==> config.mk <==
export PLATFORM = sky130hd
export DESIGN_NAME = bids_csr
export DESIGN_NICKNAME = d
export VERILOG_FILES = /design/src/sv/bids_pkg.sv /design/src/sv/bids_csr.sv
export SDC_FILE = /design/constraint.sdc
export NUM_CORES = 1
export LEC_CHECK = 0
export ABC_AREA = 1
export BUFFER_PORTS_ARGS = -buffer_cell sky130_fd_sc_hd__buf_4
export CAP_MARGIN = 10
export CORE_ASPECT_RATIO = 1.2
export CORE_MARGIN = 2
export CORE_UTILIZATION = 53
export CTS_CLUSTER_SIZE = 40
export DETAILED_ROUTE_END_ITERATION = 16
export PLACE_DENSITY = 0.89
export REMOVE_ABC_BUFFERS = 1
export SLEW_MARGIN = 20
export SYNTH_ARGS = -nofsm -noshare
export SYNTH_HDL_FRONTEND = slang
export SYNTH_SLANG_ARGS = --single-unit
==> constraint.sdc <==
create_clock -name clock -period 2.7 [get_ports clock]
set_input_delay 0.27 -clock clock [delete_from_list [all_inputs] [get_ports clock]]
set_output_delay 0.27 -clock clock [all_outputs]
set_load 0.005 [all_outputs]
==> src/sv/bids_pkg.sv <==
// Shared types, constants and register codes for the bilinear downscaler.
// No dependencies; every other file refers to it by scoped names.
package bids_pkg;

   localparam int CH_W          = 8;
   localparam int NUM_CH        = 3;
   localparam int PIX_W         = CH_W * NUM_CH;
   localparam int CNT_W         = 11;
   localparam int DIM_W         = 12;
   localparam int STEP_REG_W    = 14;
   localparam int MAX_DIM       = 2048;
   localparam int MAX_WIDTH_DEF = 2048;
   localparam int FRAC_BITS_DEF = 12;

   localparam int CSR_ADDR_W = 5;
   localparam int CSR_DATA_W = 32;
   localparam int CSR_IDX_W  = 3;

   localparam logic [CSR_IDX_W-1:0] REG_SRC_W  = 3'd0;
   localparam logic [CSR_IDX_W-1:0] REG_SRC_H  = 3'd1;
   localparam logic [CSR_IDX_W-1:0] REG_STEP   = 3'd2;
   localparam logic [CSR_IDX_W-1:0] REG_OUT_W  = 3'd3;
   localparam logic [CSR_IDX_W-1:0] REG_OUT_H  = 3'd4;

   localparam logic [DIM_W-1:0]      RST_SRC_W = 12'd640;
   localparam logic [DIM_W-1:0]      RST_SRC_H = 12'd480;
   localparam logic [STEP_REG_W-1:0] RST_STEP  = 14'd5851;
   localparam logic [DIM_W-1:0]      RST_OUT_W = 12'd448;
   localparam logic [DIM_W-1:0]      RST_OUT_H = 12'd336;

   typedef logic [NUM_CH-1:0][CH_W-1:0] pix_type;

   typedef struct packed {
      pix_type tl;
      pix_type tr;
      pix_type bl;
      pix_type br;
   } pix_quad_type;

   typedef struct packed {
      logic h_en;
      logic v_en;
   } blend_ctrl_type;

   typedef struct packed {
      logic [DIM_W-1:0]      src_w;
      logic [DIM_W-1:0]      src_h;
      logic [DIM_W-1:0]      out_w;
      logic [DIM_W-1:0]      out_h;
      logic [STEP_REG_W-1:0] step;
   } cfg_type;

   typedef enum logic [2:0] {
      ST_IDLE,
      ST_PLAN,
      ST_PICK,
      ST_HORIZ,
      ST_VERT,
      ST_SUM,
      ST_FINISH
   } state_type;

endpackage

==> src/sv/bids_csr.sv <==
// Configuration registers behind the APB-style port, with clamped views.
// Depends on bids_pkg.
module bids_csr #(
   parameter int MAX_WIDTH = bids_pkg::MAX_WIDTH_DEF
) (
   input  logic                                clock,
   input  logic                                reset,
   input  logic                                psel,
   input  logic                                penable,
   input  logic                                pwrite,
   input  logic [bids_pkg::CSR_ADDR_W-1:0]     paddr,
   input  logic [bids_pkg::CSR_DATA_W-1:0]     pwdata,
   output logic [bids_pkg::CSR_DATA_W-1:0]     prdata,
   output bids_pkg::cfg_type                   cfg
);

   logic [bids_pkg::DIM_W-1:0]      src_w_ff, src_h_ff, out_w_ff, out_h_ff;
   logic [bids_pkg::STEP_REG_W-1:0] step_ff;
   logic [bids_pkg::CSR_IDX_W-1:0]  idx;
   logic                            wr;

   assign idx = paddr[bids_pkg::CSR_ADDR_W-1:2];
   assign wr  = psel & penable & pwrite;

   always_ff @(posedge clock) begin
      if (reset) begin
         src_w_ff <= bids_pkg::RST_SRC_W;
         src_h_ff <= bids_pkg::RST_SRC_H;
         step_ff  <= bids_pkg::RST_STEP;
         out_w_ff <= bids_pkg::RST_OUT_W;
         out_h_ff <= bids_pkg::RST_OUT_H;
      end else if (wr) begin
         case (idx)
            bids_pkg::REG_SRC_W: src_w_ff <= pwdata[bids_pkg::DIM_W-1:0];
            bids_pkg::REG_SRC_H: src_h_ff <= pwdata[bids_pkg::DIM_W-1:0];
            bids_pkg::REG_STEP:  step_ff  <= pwdata[bids_pkg::STEP_REG_W-1:0];
            bids_pkg::REG_OUT_W: out_w_ff <= pwdata[bids_pkg::DIM_W-1:0];
            bids_pkg::REG_OUT_H: out_h_ff <= pwdata[bids_pkg::DIM_W-1:0];
            default: ;
         endcase
      end
   end

   always_comb begin
      case (idx)
         bids_pkg::REG_SRC_W: prdata = bids_pkg::CSR_DATA_W'(src_w_ff);
         bids_pkg::REG_SRC_H: prdata = bids_pkg::CSR_DATA_W'(src_h_ff);
         bids_pkg::REG_STEP:  prdata = bids_pkg::CSR_DATA_W'(step_ff);
         bids_pkg::REG_OUT_W: prdata = bids_pkg::CSR_DATA_W'(out_w_ff);
         bids_pkg::REG_OUT_H: prdata = bids_pkg::CSR_DATA_W'(out_h_ff);
         default:             prdata = '0;
      endcase
   end

   always_comb begin
      if (src_w_ff == '0) begin
         cfg.src_w = bids_pkg::DIM_W'(1);
      end else if (32'(src_w_ff) > 32'(MAX_WIDTH)) begin
         cfg.src_w = bids_pkg::DIM_W'(MAX_WIDTH);
      end else begin
         cfg.src_w = src_w_ff;
      end
      if (src_h_ff == '0) begin
         cfg.src_h = bids_pkg::DIM_W'(1);
      end else if (32'(src_h_ff) > 32'(bids_pkg::MAX_DIM)) begin
         cfg.src_h = bids_pkg::DIM_W'(bids_pkg::MAX_DIM);
      end else begin
         cfg.src_h = src_h_ff;
      end
      cfg.out_w = (32'(out_w_ff) > 32'(bids_pkg::MAX_DIM)) ?
                  bids_pkg::DIM_W'(bids_pkg::MAX_DIM) : out_w_ff;
      cfg.out_h = (32'(out_h_ff) > 32'(bids_pkg::MAX_DIM)) ?
                  bids_pkg::DIM_W'(bids_pkg::MAX_DIM) : out_h_ff;
      cfg.step  = step_ff;
   end

endmodule

### After elaboration in Yosys (flattened, before gate mapping)

Index checks and enable logic that the tools add are counted.

| storage, ports and cells | value |
|---|---|
| word-level logic and storage cells | 30 |
| flip-flop bits (word level) | 62 |
| bits of input ports | 42 |
| output and inout bits | 94 |

| cells by class | value |
|---|---|
| eq/ne operators | 4 |
| bitwise operators | 2 |
| reductions and logical operators | 8 |
| muxes and demuxes | 7 |
| order comparisons | 4 |

Operator list:

| kind | count |
|---|---|
| $mux W12 | 6 |
| $pmux W14 S5 | 1 |
| $gt A12 B12 Y1 const B | 4 |
| $logic_not A12 Y1 | 2 |
| $reduce_and A2 Y1 | 5 |
| $eq A3 B2 Y1 const B | 2 |
| $eq A3 B1 Y1 const B | 1 |
| $eq A3 B3 Y1 const B | 1 |
| $logic_not A3 Y1 | 1 |
| $and A1 B1 Y1 | 2 |

### Depth between registers and ports, before layout

| depth | value |
|---|---|
| depth in word-level cells | 3 |
| mapped depth | 9 |
| gate-level depth less buffers | 7 |

### Least setup slack after synthesis

No wires, ideal clock.

| timing | value |
|---|---|
| path kind | in2out |
| from | input port paddr[2] in the netlist's numbering |
| to | output port prdata[9] in the netlist's numbering |
| data arrival time | 1.092 ns |
| buffers on the path | 2 |
| slack | 1.338 ns |
| data required time | 2.430 ns |
| cell stages on the path | 9 |
| cells stage by stage | buf_4 -> nor2_8 -> nand2_1 -> inv_1 -> buf_2 -> nand2_1 -> o21ai_0 -> inv_1 -> nand2_1 |

| on the way | value |
|---|---|
| word-level cells in the longest chain between the ends | 2 |
| elaborated cells between the ends (all ways) | 6 |
| classes of those cells | 4 x eq/ne; 1 x mux; 1 x reduce/logical |

Ends and longest elaborated chain:

| element | RTL line | text |
|---|---|---|
| from (decl) | bids_csr.sv:11 | `input logic [bids_pkg::CSR_ADDR_W-1:0] paddr,` |
| $eq A3 B3 Y1 (tied with other cells) | bids_csr.sv:45 | `case (idx)` |
| $pmux W14 S5 * | bids_csr.sv:45 |  |
| to (decl) | bids_csr.sv:13 | `output logic [bids_pkg::CSR_DATA_W-1:0] prdata,` |

Every way passes the cells marked *; elsewhere a longest branch is shown, timed or not.

### Final worst setup path

| timing | value |
|---|---|
| from | input port paddr[3] in the netlist's numbering |
| to | output port prdata[4] in the netlist's numbering |

The elaborated chain is that of the path after synthesis.

==> results.sh <==
export IMPL_run_status="finished, final reports clean"
export IMPL_drc_errors=0
export IMPL_place_hpwl_um=7597
export IMPL_cts_tree="done"
export IMPL_clock_path_buffers=2
export IMPL_synth_top_flop_cell="dfxtp_1"
export IMPL_antenna_left=0
export IMPL_holdCritStartpoint="pwdata[12]"
export IMPL_hold_violations=0
export IMPL_overflow=0
export IMPL_layout_min_cycle_time_ps=1923
export IMPL_tns_ps=0
export IMPL_ys_seq_area_frac=0.3584
export IMPL_finalSetupViolCount=0
export IMPL_max_cap_violations=0
export IMPL_yosysUniqueCellTypes=27
export IMPL_rsz0062_at_grt="false"
export IMPL_synthArstFlopShare=0
export IMPL_firstDrtPassIters=5
export IMPL_grt_max_degree=42
export IMPL_clk_pin_slew_ps=60
export IMPL_period_share=0.7123
export IMPL_netlist_instances=543
export IMPL_crit_start="paddr[3]"
export IMPL_cts_root_buffer="clkbuf_8"
export IMPL_leakage_uw=0.002213
export IMPL_synth_warnings=0
export IMPL_grt_pass1_vias=3392
export IMPL_synth_edf_count=0
export IMPL_ir_drop_uv=269.6
export IMPL_core_area_um2=6366
export IMPL_worstSetupPathType="input pin to output port"
export IMPL_wire_per_inst_um=14.66
export IMPL_numCtsBuffers=9
export IMPL_max_freq_ghz=0.5200
export IMPL_ys_ff_latch=62
export IMPL_dieArea_um2=7200
export IMPL_slew_viol_final=0
export IMPL_die_x_um=77.80
export IMPL_pre_cts_ws_ps=832.9
export IMPL_synth_area_um2=3463
export IMPL_routed_wl_um=10490
export IMPL_viasPerCell=5.310
export IMPL_cts_resized_gates=0
export IMPL_ctsHoldBuffers=0
export IMPL_antenna_found_initial=0
export IMPL_nNetsFinal=668
export IMPL_hold_path_class="input pin to register"
export IMPL_worstReg2RegStart="src_w_ff[11]"
export IMPL_avgSynthCellArea_um2=6.378
export IMPL_final_setup_worst_slack_ps=776.9
export IMPL_p_per_area_nw_per_um2=437.9
export IMPL_cts_sinks=62
export IMPL_layout_cells_non_filler=715
export IMPL_postCtsSetupBuffers=0
export IMPL_dr_total_vias=3797
export IMPL_drive_gt1_frac=0.2016
export IMPL_io_pins=136
export IMPL_worst_pin_slew_ps=1019
export IMPL_grt_pass1_wl_um=16280
export IMPL_final_setup_skew_ps=0
export IMPL_die_h_um=92.55
export IMPL_numPlacedInstances=700
export IMPL_start_util=0.5440
export IMPL_core_rowCount=32
export IMPL_portBuffers=97
export IMPL_arrival_ps=1650
export IMPL_holdWs_ps=138.3
export IMPL_cts_max_level=3
export IMPL_r2r_cells=2
export IMPL_clock_latency_ps=350
export IMPL_grt_use_total=0.2909
export IMPL_max_slew_margin_rel=0.3163
export IMPL_start_kind="input pin"
export IMPL_syn2layout_area_growth_pct=23.41
export IMPL_cp_required_ps=2430
export IMPL_cp_end_kind="output port"
export IMPL_place_congestion=0.9095
export IMPL_num_antenna_cells=0
export IMPL_dr_first_iter_drc_count=471
export IMPL_crit_path_max_fanout=8
export IMPL_whs_path_depth=3
final timing paths:
check	to	slack, ps
max	prdata[4]	780
min	step_ff[12]	140
max reg2reg	src_w_ff[11]	1760
min reg2reg	step_ff[7]	500
sequential cells by signal, summed over array words and instances (netlist names):
| register | cells |
|---|---|
| out_h_ff | 12 |
| out_w_ff | 12 |
| src_h_ff | 12 |
| src_w_ff | 12 |
| step_ff | 14 |
metrics by stage:
stage	util	area (µm²)	total power [µW]
after floorplan	-	3249	1039
after global placement	0.6450	4106	1152
after detailed placement	0.6450	4106	1156
after CTS	0.6714	4274	1858
after global routing	0.6714	4274	1923
final	0.6714	4274	1871
report_power, final:
part	switching (µW)	internal (µW)
Clock	352	378
Sequential	12.9	927
Combinational	122	79.7
worst max-delay path, stage by stage:
cell and delay [ps]:
buf_4 180, inv_1 110, nor3_1 460, buf_4 260
nand2_1 60, nand2_1 70, nor2_1 40, nand2_1 80
buf_4 110
cells in the final DEF (no fill, tap or decap), drive strengths merged:
cell type	n
clkbuf	14
dfxtp	62
nand3	22
o22ai	5
conb	18
and2	2
a21boi	13
inv	54
buf	100
o211ai	5
nor3	3
o21ai	49
nand4	4
clkinv	2
nor2	145
nand2	113
nand3b	1
a21oi	18
cell type report:
type | instances | area [µm²]
well taps | 85 | 106.4
multi-input cells | 398 | 1802
inverters | 55 | 206.4
repair buffers | 100 | 750.7
clock buffers | 14 | 162.7
clock inverters | 1 | 5.005
fillers | 545 | 2092
flip-flops and latches | 62 | 1241
cells by family after synthesis:
family                 count (synthesis)  share of synthesized area
DFF                                   62                     0.3584
and+or+nand+nor                      290                     0.3558
AOI/OAI and AO/OA                     90                     0.1449
other                                  1                   0.001083
buffers and inverters                100                     0.1398
synth_stat cells, types with 2 or more instances:
library cell	number	area, µm²
buf_2	6	30.03
nor2_1	139	521.8
o21ai_0	49	245.2
nor3_1	3	15.01
a21boi_0	13	97.59
nand2_1	112	420.4
nand3_1	19	95.09
inv_2	4	15.01
dfxtp_1	62	1241
nor2_4	4	45.04
o211ai_1	5	37.54
buf_4	25	187.7
o22ai_1	5	31.28
clkbuf_1	13	48.80
nand3_4	2	35.03
nand4_1	4	25.02
a21oi_1	18	90.09
inv_1	50	187.7
and2_1	2	12.51
layer usage:
layer  vias up  track usage  wire length (µm)
met5         -            0                 0
met4         0       0.1696               506
met3        40      0.05458              1076
met2       212       0.4784              4985
met1      1718       0.3525              3916
li1       1827            -                 -
Note: power is estimated with default switching activity, not from simulation.
